==> config.mk <==
export PLATFORM = sky130hd
export DESIGN_NAME = selective_repeat_sender_window
export DESIGN_NICKNAME = d
export VERILOG_FILES = /design/src/design/srsw_pkg.sv /design/src/design/srsw_ackchk.sv /design/src/design/srsw_dp.sv /design/src/design/srsw_ctrl.sv /design/src/design/selective_repeat_sender_window.sv
export SDC_FILE = /design/constraint.sdc
export NUM_CORES = 1
export LEC_CHECK = 0
export BUFFER_PORTS_ARGS = -buffer_cell sky130_fd_sc_hd__buf_2
export CORE_ASPECT_RATIO = 1.1
export CORE_MARGIN = 4
export CORE_UTILIZATION = 47
export CTS_CLUSTER_SIZE = 25
export DETAILED_ROUTE_END_ITERATION = 10
export SYNTH_ARGS = -nofsm -noshare
export SYNTH_HDL_FRONTEND = slang
export SYNTH_HIERARCHICAL = 1
export SYNTH_SLANG_ARGS = --single-unit
==> constraint.sdc <==
create_clock -name aclk -period 8.5 [get_ports aclk]
set_clock_uncertainty 0.1 [all_clocks]
set_input_delay 0.85 -clock aclk [delete_from_list [all_inputs] [get_ports aclk]]
set_output_delay 0.85 -clock aclk [all_outputs]
set_load 0.01 [all_outputs]
==> src/design/srsw_pkg.sv <==
// shared types and constants for the selective-repeat sender window
// no dependencies; imported by every module of the block
package srsw_pkg;

    // field widths of the input and result transfers
    localparam int SEQ_W      = 32;
    localparam int AGE_W      = 16;
    localparam int FLIGHT_W   = 5;
    localparam int SLOT_OUT_W = 4;
    localparam int KIND_W     = 3;
    localparam int OP_W       = 2;
    localparam int S_DATA_W   = 64;
    localparam int M_DATA_W   = 80;
    localparam int M_PAD_W    = M_DATA_W - (SEQ_W + SLOT_OUT_W + SEQ_W + FLIGHT_W);

    // configuration registers
    localparam int CFG_IDX_W  = 1;
    localparam int CFG_DATA_W = 16;
    localparam logic [CFG_IDX_W-1:0] CFG_TIMEOUT = 1'b0;
    localparam logic [CFG_IDX_W-1:0] CFG_WINDOW  = 1'b1;
    localparam logic [AGE_W-1:0]    TIMEOUT_RST = 16'd1000;
    localparam logic [FLIGHT_W-1:0] WINDOW_RST  = 5'd10;
    localparam int WINDOW_CAP = 16;

    // ack check unit: crc-32 and slot remainder, four bits a step
    localparam logic [31:0] CRC_POLY  = 32'hEDB88320;
    localparam logic [31:0] CRC_INIT  = 32'hFFFFFFFF;
    localparam int          CHK_STEPS = 8;
    localparam int          CHK_CNT_W = 3;

    typedef enum logic [OP_W-1:0] {
        OP_SEND = 2'd0,
        OP_ACK  = 2'd1,
        OP_TICK = 2'd2,
        OP_NONE = 2'd3
    } op_t;

    typedef enum logic [KIND_W-1:0] {
        K_SENT    = 3'd0,
        K_FULL    = 3'd1,
        K_ACK_OK  = 3'd2,
        K_ACK_BAD = 3'd3,
        K_ACK_OUT = 3'd4,
        K_RETX    = 3'd5,
        K_IDLE    = 3'd6
    } kind_t;

    // which sequence number a result reports
    typedef enum logic [1:0] {
        SRC_NEXT = 2'd0,
        SRC_ACK  = 2'd1,
        SRC_HELD = 2'd2,
        SRC_BASE = 2'd3
    } src_t;

    typedef enum logic [3:0] {
        ST_IDLE,
        ST_SEND,
        ST_CHK,
        ST_ACK_DEC,
        ST_SLIDE,
        ST_TK_RD,
        ST_TK_EV,
        ST_TK_END
    } state_t;

    typedef struct packed {
        logic  load;
        logic  chk_start;
        logic  send_do;
        logic  ack_mark;
        logic  slide;
        logic  tick_rd;
        logic  tick_ev;
        logic  emit;
        logic  emit_last;
        src_t  emit_src;
        kind_t emit_kind;
    } cmd_t;

    typedef struct packed {
        op_t  in_op;
        logic out_free;
        logic has_room;
        logic chk_done;
        logic crc_ok;
        logic in_win;
        logic slide_ok;
        logic scan_end;
        logic age_hit;
        logic held_valid;
    } status_t;

endpackage

==> src/design/srsw_ackchk.sv <==
// ack check unit: crc-32 of the ack number and its slot remainder
// runs four bits a cycle; uses srsw_pkg
module srsw_ackchk #(
    parameter int DEPTH = 16
) (
    input  logic                       aclk,
    input  logic                       aresetn,
    input  logic                       start,
    input  logic [srsw_pkg::SEQ_W-1:0] number,
    input  logic [31:0]                crc_in,
    output logic                       done,
    output logic                       crc_ok,
    output logic [$clog2(DEPTH)-1:0]   slot
);
    import srsw_pkg::*;

    localparam int SW = $clog2(DEPTH);
    localparam int VW = SW + 4;

    logic [31:0]          crc_reg, crc_next;
    logic [31:0]          exp_reg;
    logic [SEQ_W-1:0]     lo_sh_reg;
    logic [SEQ_W-1:0]     hi_sh_reg;
    logic [SW-1:0]        rem_reg, rem_next;
    logic [CHK_CNT_W-1:0] cnt_reg;
    logic                 busy_reg;
    logic                 done_reg;

    // reflected crc, bits taken from bit 0 upward
    always_comb begin
        logic [31:0] c;
        c = crc_reg ^ {28'd0, lo_sh_reg[3:0]};
        for (int b = 0; b < 4; b++) begin
            c = c[0] ? ((c >> 1) ^ CRC_POLY) : (c >> 1);
        end
        crc_next = c;
    end

    // remainder by the window depth, nibble at a time from the top
    always_comb begin
        logic [VW-1:0] v;
        v = {rem_reg, hi_sh_reg[SEQ_W-1 -: 4]};
        for (int i = 3; i >= 0; i--) begin
            if (v >= (VW'(DEPTH) << i)) begin
                v = v - (VW'(DEPTH) << i);
            end
        end
        rem_next = v[SW-1:0];
    end

    always_ff @(posedge aclk) begin
        if (!aresetn) begin
            busy_reg <= 1'b0;
            done_reg <= 1'b0;
            cnt_reg  <= '0;
        end else if (start) begin
            busy_reg <= 1'b1;
            done_reg <= 1'b0;
            cnt_reg  <= '0;
        end else if (busy_reg) begin
            cnt_reg <= cnt_reg + 1'b1;
            if (cnt_reg == CHK_CNT_W'(CHK_STEPS - 1)) begin
                busy_reg <= 1'b0;
                done_reg <= 1'b1;
            end
        end
    end

    always_ff @(posedge aclk) begin
        if (start) begin
            crc_reg   <= CRC_INIT;
            exp_reg   <= crc_in;
            lo_sh_reg <= number;
            hi_sh_reg <= number;
            rem_reg   <= '0;
        end else if (busy_reg) begin
            crc_reg   <= crc_next;
            lo_sh_reg <= lo_sh_reg >> 4;
            hi_sh_reg <= hi_sh_reg << 4;
            rem_reg   <= rem_next;
        end
    end

    assign done   = done_reg;
    assign crc_ok = ((crc_reg ^ CRC_INIT) == exp_reg);
    assign slot   = rem_reg;

endmodule

==> src/design/srsw_dp.sv <==
// datapath of the sender window: sequence state, slot ack bits, age memory,
// configuration registers and the result register; uses srsw_pkg, srsw_ackchk
module srsw_dp #(
    parameter int DEPTH = 16
) (
    input  logic                            aclk,
    input  logic                            aresetn,
    input  srsw_pkg::cmd_t                  cmd,
    output srsw_pkg::status_t               status,
    input  logic [srsw_pkg::OP_W-1:0]       s_tuser,
    input  logic [srsw_pkg::S_DATA_W-1:0]   s_tdata,
    input  logic                            cfg_we,
    input  logic [srsw_pkg::CFG_IDX_W-1:0]  cfg_index,
    input  logic [srsw_pkg::CFG_DATA_W-1:0] cfg_wdata,
    input  logic                            m_tready,
    output logic                            m_tvalid,
    output logic                            m_tlast,
    output logic [srsw_pkg::KIND_W-1:0]     m_tuser,
    output logic [srsw_pkg::M_DATA_W-1:0]   m_tdata
);
    import srsw_pkg::*;

    localparam int SW   = $clog2(DEPTH);
    localparam int WMAX = (DEPTH < WINDOW_CAP) ? DEPTH : WINDOW_CAP;
    localparam logic [SW-1:0] SLOT_LAST = SW'(DEPTH - 1);

    logic [AGE_W-1:0]    timeout_reg;
    logic [FLIGHT_W-1:0] window_reg;
    logic [SEQ_W-1:0]    base_reg, base_next;
    logic [SEQ_W-1:0]    next_reg;
    logic [FLIGHT_W-1:0] flight_reg, flight_next;
    logic [SW-1:0]       base_slot_reg, next_slot_reg;
    logic [SEQ_W-1:0]    cur_seq_reg;
    logic [SW-1:0]       cur_slot_reg;
    logic [FLIGHT_W-1:0] scan_left_reg;
    logic                held_valid_reg;
    logic [SEQ_W-1:0]    held_seq_reg;
    logic [SW-1:0]       held_slot_reg;
    logic [SEQ_W-1:0]    ackn_reg;
    logic [DEPTH-1:0]    acked_reg;
    logic [AGE_W-1:0]    age_mem [DEPTH];
    logic [AGE_W-1:0]    age_q_reg;

    logic                out_valid_reg;
    logic                out_last_reg;
    kind_t               out_kind_reg;
    logic [SEQ_W-1:0]    out_seq_reg;
    logic [SLOT_OUT_W-1:0] out_slot_reg;
    logic [SEQ_W-1:0]    out_base_reg;
    logic [FLIGHT_W-1:0] out_flight_reg;

    logic                chk_done, chk_crc_ok;
    logic [SW-1:0]       chk_slot;
    logic [FLIGHT_W-1:0] eff_win;
    logic [AGE_W-1:0]    lim, age_inc;
    logic                out_free;
    logic [SW-1:0]       next_slot_inc, base_slot_inc, cur_slot_inc;
    logic [SEQ_W-1:0]    sel_seq;
    logic [SW-1:0]       sel_slot;
    logic [SLOT_OUT_W-1:0] sel_slot4;
    logic                age_we;
    logic [SW-1:0]       age_waddr;
    logic [AGE_W-1:0]    age_wdata;

    srsw_ackchk #(.DEPTH(DEPTH)) u_ackchk (
        .aclk    (aclk),
        .aresetn (aresetn),
        .start   (cmd.chk_start),
        .number  (s_tdata[SEQ_W-1:0]),
        .crc_in  (s_tdata[S_DATA_W-1:SEQ_W]),
        .done    (chk_done),
        .crc_ok  (chk_crc_ok),
        .slot    (chk_slot)
    );

    // window clamp and timeout floor
    always_comb begin
        eff_win = (window_reg == '0) ? FLIGHT_W'(1) : window_reg;
        if (eff_win > FLIGHT_W'(WMAX)) begin
            eff_win = FLIGHT_W'(WMAX);
        end
        lim     = (timeout_reg == '0) ? AGE_W'(1) : timeout_reg;
        age_inc = (age_q_reg == {AGE_W{1'b1}}) ? age_q_reg : age_q_reg + 1'b1;
    end

    assign next_slot_inc = (next_slot_reg == SLOT_LAST) ? '0 : next_slot_reg + 1'b1;
    assign base_slot_inc = (base_slot_reg == SLOT_LAST) ? '0 : base_slot_reg + 1'b1;
    assign cur_slot_inc  = (cur_slot_reg == SLOT_LAST) ? '0 : cur_slot_reg + 1'b1;

    assign out_free = !out_valid_reg || m_tready;

    always_comb begin
        status            = '0;
        status.in_op      = op_t'(s_tuser);
        status.out_free   = out_free;
        status.has_room   = (flight_reg < eff_win);
        status.chk_done   = chk_done;
        status.crc_ok     = chk_crc_ok;
        status.in_win     = ((ackn_reg - base_reg) < {{(SEQ_W-FLIGHT_W){1'b0}}, flight_reg});
        status.slide_ok   = (flight_reg != '0) && acked_reg[base_slot_reg];
        status.scan_end   = (scan_left_reg == '0);
        status.age_hit    = !acked_reg[cur_slot_reg] && (age_inc >= lim);
        status.held_valid = held_valid_reg;
    end

    // configuration
    always_ff @(posedge aclk) begin
        if (!aresetn) begin
            timeout_reg <= TIMEOUT_RST;
            window_reg  <= WINDOW_RST;
        end else if (cfg_we) begin
            case (cfg_index)
                CFG_TIMEOUT: timeout_reg <= cfg_wdata;
                CFG_WINDOW:  window_reg  <= cfg_wdata[FLIGHT_W-1:0];
                default: ;
            endcase
        end
    end

    // sequence state
    always_comb begin
        base_next   = cmd.slide ? base_reg + 1'b1 : base_reg;
        flight_next = flight_reg;
        if (cmd.send_do) begin
            flight_next = flight_reg + 1'b1;
        end else if (cmd.slide) begin
            flight_next = flight_reg - 1'b1;
        end
    end

    always_ff @(posedge aclk) begin
        if (!aresetn) begin
            base_reg      <= '0;
            next_reg      <= '0;
            flight_reg    <= '0;
            base_slot_reg <= '0;
            next_slot_reg <= '0;
            acked_reg     <= '0;
        end else begin
            base_reg   <= base_next;
            flight_reg <= flight_next;
            if (cmd.send_do) begin
                next_reg                 <= next_reg + 1'b1;
                next_slot_reg            <= next_slot_inc;
                acked_reg[next_slot_reg] <= 1'b0;
            end
            if (cmd.ack_mark) begin
                acked_reg[chk_slot] <= 1'b1;
            end
            if (cmd.slide) begin
                base_slot_reg            <= base_slot_inc;
                acked_reg[base_slot_reg] <= 1'b0;
            end
        end
    end

    // scan cursor and the retransmit held back until the next one is known
    always_ff @(posedge aclk) begin
        if (!aresetn) begin
            held_valid_reg <= 1'b0;
            scan_left_reg  <= '0;
        end else if (cmd.load) begin
            held_valid_reg <= 1'b0;
            scan_left_reg  <= flight_reg;
        end else if (cmd.tick_ev) begin
            scan_left_reg <= scan_left_reg - 1'b1;
            if (status.age_hit) begin
                held_valid_reg <= 1'b1;
            end
        end
    end

    always_ff @(posedge aclk) begin
        if (cmd.load) begin
            cur_seq_reg  <= base_reg;
            cur_slot_reg <= base_slot_reg;
            ackn_reg     <= s_tdata[SEQ_W-1:0];
        end else if (cmd.tick_ev) begin
            cur_seq_reg  <= cur_seq_reg + 1'b1;
            cur_slot_reg <= cur_slot_inc;
            if (status.age_hit) begin
                held_seq_reg  <= cur_seq_reg;
                held_slot_reg <= cur_slot_reg;
            end
        end
    end

    // age memory, one write and one registered read a cycle
    always_comb begin
        age_we    = 1'b0;
        age_waddr = next_slot_reg;
        age_wdata = '0;
        if (cmd.send_do) begin
            age_we = 1'b1;
        end else if (cmd.tick_ev && !acked_reg[cur_slot_reg]) begin
            age_we    = 1'b1;
            age_waddr = cur_slot_reg;
            age_wdata = status.age_hit ? '0 : age_inc;
        end
    end

    always_ff @(posedge aclk) begin
        if (age_we) begin
            age_mem[age_waddr] <= age_wdata;
        end
        if (cmd.tick_rd) begin
            age_q_reg <= age_mem[cur_slot_reg];
        end
    end

    // result register
    always_comb begin
        logic [SW+SLOT_OUT_W-1:0] slot_wide;
        case (cmd.emit_src)
            SRC_NEXT: begin
                sel_seq  = next_reg;
                sel_slot = next_slot_reg;
            end
            SRC_ACK: begin
                sel_seq  = ackn_reg;
                sel_slot = chk_slot;
            end
            SRC_HELD: begin
                sel_seq  = held_seq_reg;
                sel_slot = held_slot_reg;
            end
            default: begin
                sel_seq  = base_reg;
                sel_slot = base_slot_reg;
            end
        endcase
        slot_wide = {{SLOT_OUT_W{1'b0}}, sel_slot};
        sel_slot4 = slot_wide[SLOT_OUT_W-1:0];
    end

    always_ff @(posedge aclk) begin
        if (!aresetn) begin
            out_valid_reg <= 1'b0;
        end else if (cmd.emit) begin
            out_valid_reg <= 1'b1;
        end else if (m_tready) begin
            out_valid_reg <= 1'b0;
        end
    end

    always_ff @(posedge aclk) begin
        if (cmd.emit) begin
            out_kind_reg   <= cmd.emit_kind;
            out_last_reg   <= cmd.emit_last;
            out_seq_reg    <= sel_seq;
            out_slot_reg   <= sel_slot4;
            out_base_reg   <= base_next;
            out_flight_reg <= flight_next;
        end
    end

    assign m_tvalid = out_valid_reg;
    assign m_tlast  = out_last_reg;
    assign m_tuser  = out_kind_reg;
    assign m_tdata  = {{M_PAD_W{1'b0}}, out_flight_reg, out_base_reg, out_slot_reg,
                       out_seq_reg};

`ifndef SYNTH
    a_flight_bound: assert property (@(posedge aclk) disable iff (!aresetn)
        flight_reg <= FLIGHT_W'(WMAX))
        else $error("packets in flight beyond the window depth");
    a_emit_free: assert property (@(posedge aclk) disable iff (!aresetn)
        cmd.emit |-> out_free)
        else $error("result loaded over one not yet taken");
    a_slide_nonempty: assert property (@(posedge aclk) disable iff (!aresetn)
        cmd.slide |-> (flight_reg != '0) && acked_reg[base_slot_reg])
        else $error("base slid over an unacked or empty window");
    a_send_count: assert property (@(posedge aclk) disable iff (!aresetn)
        cmd.send_do |=> flight_reg == $past(flight_reg) + 1'b1)
        else $error("send did not raise the in-flight count");
`endif

endmodule

==> src/design/srsw_ctrl.sv <==
// controller of the sender window: sequences each input over the datapath
// issues commands and reads status only; uses srsw_pkg
module srsw_ctrl (
    input  logic                aclk,
    input  logic                aresetn,
    input  logic                s_tvalid,
    output logic                s_tready,
    input  srsw_pkg::status_t   status,
    output srsw_pkg::cmd_t      cmd
);
    import srsw_pkg::*;

    state_t state_reg, state_next;

    always_ff @(posedge aclk) begin
        if (!aresetn) begin
            state_reg <= ST_IDLE;
        end else begin
            state_reg <= state_next;
        end
    end

    always_comb begin
        state_next = state_reg;
        cmd        = '0;
        s_tready   = 1'b0;
        case (state_reg)
            ST_IDLE: begin
                s_tready = 1'b1;
                if (s_tvalid) begin
                    cmd.load = 1'b1;
                    case (status.in_op)
                        OP_SEND: state_next = ST_SEND;
                        OP_ACK: begin
                            cmd.chk_start = 1'b1;
                            state_next    = ST_CHK;
                        end
                        OP_TICK: state_next = ST_TK_RD;
                        default: state_next = ST_IDLE;
                    endcase
                end
            end
            ST_SEND: begin
                if (status.out_free) begin
                    cmd.emit      = 1'b1;
                    cmd.emit_last = 1'b1;
                    cmd.emit_src  = SRC_NEXT;
                    cmd.send_do   = status.has_room;
                    cmd.emit_kind = status.has_room ? K_SENT : K_FULL;
                    state_next    = ST_IDLE;
                end
            end
            ST_CHK: begin
                if (status.chk_done) begin
                    state_next = ST_ACK_DEC;
                end
            end
            ST_ACK_DEC: begin
                if (status.crc_ok && status.in_win) begin
                    cmd.ack_mark = 1'b1;
                    state_next   = ST_SLIDE;
                end else if (status.out_free) begin
                    cmd.emit      = 1'b1;
                    cmd.emit_last = 1'b1;
                    cmd.emit_src  = SRC_ACK;
                    cmd.emit_kind = status.crc_ok ? K_ACK_OUT : K_ACK_BAD;
                    state_next    = ST_IDLE;
                end
            end
            ST_SLIDE: begin
                if (status.slide_ok) begin
                    cmd.slide = 1'b1;
                end else if (status.out_free) begin
                    cmd.emit      = 1'b1;
                    cmd.emit_last = 1'b1;
                    cmd.emit_src  = SRC_ACK;
                    cmd.emit_kind = K_ACK_OK;
                    state_next    = ST_IDLE;
                end
            end
            ST_TK_RD: begin
                if (status.scan_end) begin
                    state_next = ST_TK_END;
                end else begin
                    cmd.tick_rd = 1'b1;
                    state_next  = ST_TK_EV;
                end
            end
            ST_TK_EV: begin
                if (status.age_hit && status.held_valid) begin
                    if (status.out_free) begin
                        cmd.tick_ev   = 1'b1;
                        cmd.emit      = 1'b1;
                        cmd.emit_last = 1'b0;
                        cmd.emit_src  = SRC_HELD;
                        cmd.emit_kind = K_RETX;
                        state_next    = ST_TK_RD;
                    end
                end else begin
                    cmd.tick_ev = 1'b1;
                    state_next  = ST_TK_RD;
                end
            end
            ST_TK_END: begin
                if (status.out_free) begin
                    cmd.emit      = 1'b1;
                    cmd.emit_last = 1'b1;
                    cmd.emit_src  = status.held_valid ? SRC_HELD : SRC_BASE;
                    cmd.emit_kind = status.held_valid ? K_RETX : K_IDLE;
                    state_next    = ST_IDLE;
                end
            end
            default: state_next = ST_IDLE;
        endcase
    end

endmodule

==> src/design/selective_repeat_sender_window.sv <==
// selective-repeat sender window, top level: controller plus datapath
// depends on srsw_pkg, srsw_ctrl, srsw_dp (which holds srsw_ackchk)
//
// Sender side of a selective-repeat ARQ. Each input transfer carries an op on
// s_tuser: a send request takes the next sequence number while the count in
// flight is below window_in_use (clamped to 1..min(WINDOW_DEPTH,16)), an ack
// is checked against its CRC-32 (zlib style, over the number's four
// little-endian bytes) and, when good and inside [base, next), marks its slot
// and slides the base over acked slots; a tick ages every unacked slot in the
// window and reports a retransmit, in sequence order, for each slot whose age
// reaches timeout_ticks. Every input yields one or more result transfers, the
// final one flagged by m_tlast; op 3 yields none. One input is worked on at
// a time: a send is taken and then answered; an ack goes through the ack check
// unit (4 bits a cycle), is decided and, when good, releases its acked slots
// one at a time before its result; a tick reads and then ages each slot in
// flight in turn, since the age memory has one registered read port, then
// gives its final result; result-side stalls add to each. A new input is taken
// while the previous result still waits in the output register. The age
// memory needs no clearing pass: an age is written when its slot is sent.
module selective_repeat_sender_window #(
    parameter int WINDOW_DEPTH = 16
) (
    input  logic                            aclk,
    input  logic                            aresetn,
    // input channel
    input  logic                            s_tvalid,
    output logic                            s_tready,
    input  logic [srsw_pkg::OP_W-1:0]       s_tuser,   // op
    input  logic [srsw_pkg::S_DATA_W-1:0]   s_tdata,   // ack_number, ack_crc
    // configuration writes
    input  logic                            cfg_we,
    input  logic [srsw_pkg::CFG_IDX_W-1:0]  cfg_index, // 0 timeout_ticks, 1 window_in_use
    input  logic [srsw_pkg::CFG_DATA_W-1:0] cfg_wdata,
    // result channel
    output logic                            m_tvalid,
    input  logic                            m_tready,
    output logic                            m_tlast,
    output logic [srsw_pkg::KIND_W-1:0]     m_tuser,   // kind
    output logic [srsw_pkg::M_DATA_W-1:0]   m_tdata    // seq, slot, base_seq, in_flight, zero pad
);
    import srsw_pkg::*;

    cmd_t    cmd;
    status_t status;

    // state machine that steps each transfer through the datapath
    srsw_ctrl u_ctrl (
        .aclk     (aclk),
        .aresetn  (aresetn),
        .s_tvalid (s_tvalid),
        .s_tready (s_tready),
        .status   (status),
        .cmd      (cmd)
    );

    // window state, ack check, age memory and result register
    srsw_dp #(.DEPTH(WINDOW_DEPTH)) u_dp (
        .aclk      (aclk),
        .aresetn   (aresetn),
        .cmd       (cmd),
        .status    (status),
        .s_tuser   (s_tuser),
        .s_tdata   (s_tdata),
        .cfg_we    (cfg_we),
        .cfg_index (cfg_index),
        .cfg_wdata (cfg_wdata),
        .m_tready  (m_tready),
        .m_tvalid  (m_tvalid),
        .m_tlast   (m_tlast),
        .m_tuser   (m_tuser),
        .m_tdata   (m_tdata)
    );

endmodule

==> results.cfg <==
[timing]
tns_ns = 0
fin_hold_ws_ns = 0.2999
fin_ws_ns = 0.9103
slew_violations = 0
min_period_over_period = 0.8929
setup_viol = 0
max_freq_mhz = 131.8
min_period_ns = 7.590
maxSlewHeadroom = 0.1849
worst_pin_slew_ns = 1.211
rsz0062_at_grt = false
hold_violations = 0

[clock_tree]
cts_sinks = 715
ctsRootBufferMaster = clkbuf_16
htree_levels = 3
cts_tree = done
cts_hold_buf = 0
path_clk_slew_ns = 0.06
cts.path.max_buffers = 3
numCtsBuffers = 78
cts-resized-gates = 0
cts_setup_buffers = 0
clock_latency_ns = 0.63

[worst_setup_path]
reg2reg_slack_ns = 0.91
cp.arrival_ns = 7.82
end_kind = flop
r2r-start = u_dp/age_q_reg[4]
r2r_end = u_dp/age_mem[5][15]
startpoint_type = flop
path_class = reg -> reg
worstRegToRegCells = 23
critPathMaxFanout = 20
required_ns = 8.73

[grt]
grt_overflow = 0
grt_pass1_wl_um = 127700
grt_usage = 0.2234
grt_pass1_vias = 21090
grt_max_degree = 91
antenna_found_initial = 7

[power_and_ir_drop]
ir_drop_mv = 0.1500
power_switching_mw = 1.902
power_frac_clock = 0.415
fin_total_pwr_mw = 8.103
p_per_area_nw_per_um2 = 217.9
p_seq_frac = 0.494
comb_power_share = 0.091
swShare = 0.2347
p_int_mw = 6.201
leakage_nw = 12.58

[synthesis]
ys_seq_area_frac = 0.6008
synth_area_leaders = edfxtp_1 (50%), dfxtp_1 (10%), mux4_2 (5.1%), xnor2_1 (3.3%), ha_1 (2.8%)
synth_compound_area_frac = 0.09229
yosysMostFrequentCell = edfxtp_1
synth_cells = 2596
synth_area_per_cell_um2 = 12.70
ys_async_sr_fraction = 0
synth-main-ff-cell = edfxtp_1
synth_edf_count = 549
synth_xor_area_frac = 0.05525
synth_top_family_by_area = simple AND/OR/NAND/NOR gates
synth_cell_types = 98
ys_seq_elements = 715
yosysTopAreaCell = edfxtp_1
yosys.area_share.adder = 0.02907
synthSimpleGateAreaFrac = 0.1058
synth.top_cell.area_share = 0.5000
syn-cell-area_um2 = 32970
yosysWarnings = 6
synthMuxAreaShare = 0.08053
synth_commonest_cells = edfxtp_1 (549), nand2_1 (224), dfxtp_1 (166)

[min_path]
hp-class = in -> reg
holdPathStages = 1
hp-start = s_tdata[58]
whs_endpoint = u_dp/u_ackchk/exp_reg[26]

[placed_design]
preCtsSetupSlack_ns = 1.013
routabilityCongestion = 0.8853
io_buffers = 166
hpwl_um = 59490

[detailed_routing]
wl_per_cell_um = 22.63
dr_total_vias = 21220
remaining_drc_errors = 0
ant_nets = 0
wl_um = 84610
dr.pass1.iters = 5
first_iter_violations = 1802
vias_per_cell = 5.676

[die]
die_w_um = 260.5
fp.dieH_um = 285.8
io_pins = 174
die_area_um2 = 74460
core_area_um2 = 69250
initial_core_util = 0.4761
placementRows = 101

[cells_and_area]
top_register = u_dp/age_mem
syn_to_final_growth_pct = 12.77
n_fill_cell = 5995
drive_gt1_frac = 0.1603
largest_reg_flops = 256
utilization = 0.5369
nNetsFinal = 2908

[outcome]
status = finished, final reports clean

[flow_run]
max_cap_viol_count = 0
worst max-delay path: stages, from the launching register on:
cell and delay [ns]:
edfxtp_1 0.43, and4_1 0.27, nand4_1 0.16, nor2_1 0.24
nand3_1 0.16, or2_2 0.44, xnor2_1 0.25, ha_1 0.27
nand2b_1 0.14, a21o_1 0.18, a21o_1 0.17, a21oi_1 0.16
o21ai_0 0.13, a211o_1 0.32, a211oi_2 0.34, nor2_1 0.16
and3b_1 0.22, nor4_1 0.92, nand2_1 0.45, nor2_1 0.19
buf_4 0.26, a31oi_1 0.19, nor2b_1 0.81, buf_4 0.32
cells by family (layout without fill, tap and decap cells):
| kind of cell | Yosys count | count (layout) |
|---|---|---|
| other | 2 | 12 |
| muxes | 170 | 170 |
| buffers and inverters | 270 | 476 |
| and+or+nand+nor | 706 | 706 |
| AOI/OAI and AO/OA | 462 | 462 |
| DFF | 715 | 715 |
| adders and majority gates | 76 | 76 |
| xor gates and xnor gates | 195 | 195 |
per-layer routing:
metal  vias to the layer above  GRT usage  part of all wire  routed length, um
met3                       115    0.03736             0.060               5041
met1                     10580     0.2990              0.42              35830
met5                         -          0           0.00037                 31
met4                         4    0.05771             0.020               1689
met2                       629     0.3808              0.50              42020
li1                       9896          -                 -                  -
final cells by class:
cell class              count  area (um^2)  area share
diodes                      4        10.01   0.0002692
clock inverters            30        377.9     0.01016
inverters                 131        493.0     0.01326
flip-flops and latches    715        19810      0.5328
well taps                 927         1160     0.03120
clock buffers             114         2180     0.05862
multi-input cells        1617        12060      0.3243
repair buffers            201         1094     0.02941
cell usage in the layout, fill, tap and decap left out, types with 8 or more instances in the layout:
cell type	netlist	routed
nor2b_1	33	32
o211ai_1	12	12
buf_4	14	35
a21oi_1	91	90
nand4_1	30	30
conb_1	2	8
nand2_1	224	223
buf_2	11	166
a21o_1	15	15
o21ai_0	155	155
clkbuf_16	0	80
clkbuf_1	88	29
nor4_1	20	19
nand2b_1	23	23
a211oi_1	16	15
clkinv_1	2	8
ha_1	75	75
xor2_1	60	60
or3_1	13	13
a211o_1	20	20
nor3_1	35	32
inv_1	128	127
a22oi_1	21	21
a31oi_1	16	16
and2_1	58	58
nand3_1	56	56
dfxtp_1	166	165
and3_1	40	40
mux2i_1	83	83
nor2_1	133	132
a221oi_1	46	46
or2_2	9	9
mux2_2	12	12
edfxtp_1	549	549
mux4_2	75	75
xnor2_1	125	125
stage by stage:
step | instances | cell area (um^2)
after global routing | 3735 | 37170
final | 3739 | 37180
after floorplan | 2602 | 32990
after global placement | 3591 | 34610
after CTS | 3735 | 37170
after detailed placement | 3591 | 34610
power by group through the flow:
| stage | logic [mW] | clock network (mW) | registers (mW) |
|---|---|---|---|
| global route | 0.813 | 3.59 | 4.02 |
| floorplan | 0.585 | 0 | 4.02 |
| global placement | 0.727 | 0 | 4.08 |
| CTS | 0.743 | 3.45 | 4.01 |
| finish | 0.735 | 3.36 | 4.01 |
| detailed placement | 0.739 | 0 | 4.08 |
how the worst max path moves through the flow:
stage	startpoint	to	slack (ns)	depth (start not counted)
floorplan	u_dp/age_q_reg[4]	u_dp/held_seq_reg[0]	0.89	22
global placement	u_dp/age_q_reg[4]	u_dp/age_mem[5][13]	1.33	23
detailed placement	u_dp/age_q_reg[4]	u_dp/age_mem[15][3]	1.01	23
CTS	u_dp/age_q_reg[4]	u_dp/age_mem[15][13]	0.98	23
global route	u_dp/age_q_reg[4]	u_dp/age_mem[15][13]	0.27	23
finish	u_dp/age_q_reg[4]	u_dp/age_mem[5][15]	0.91	23
(Power assumes the default switching activity.)
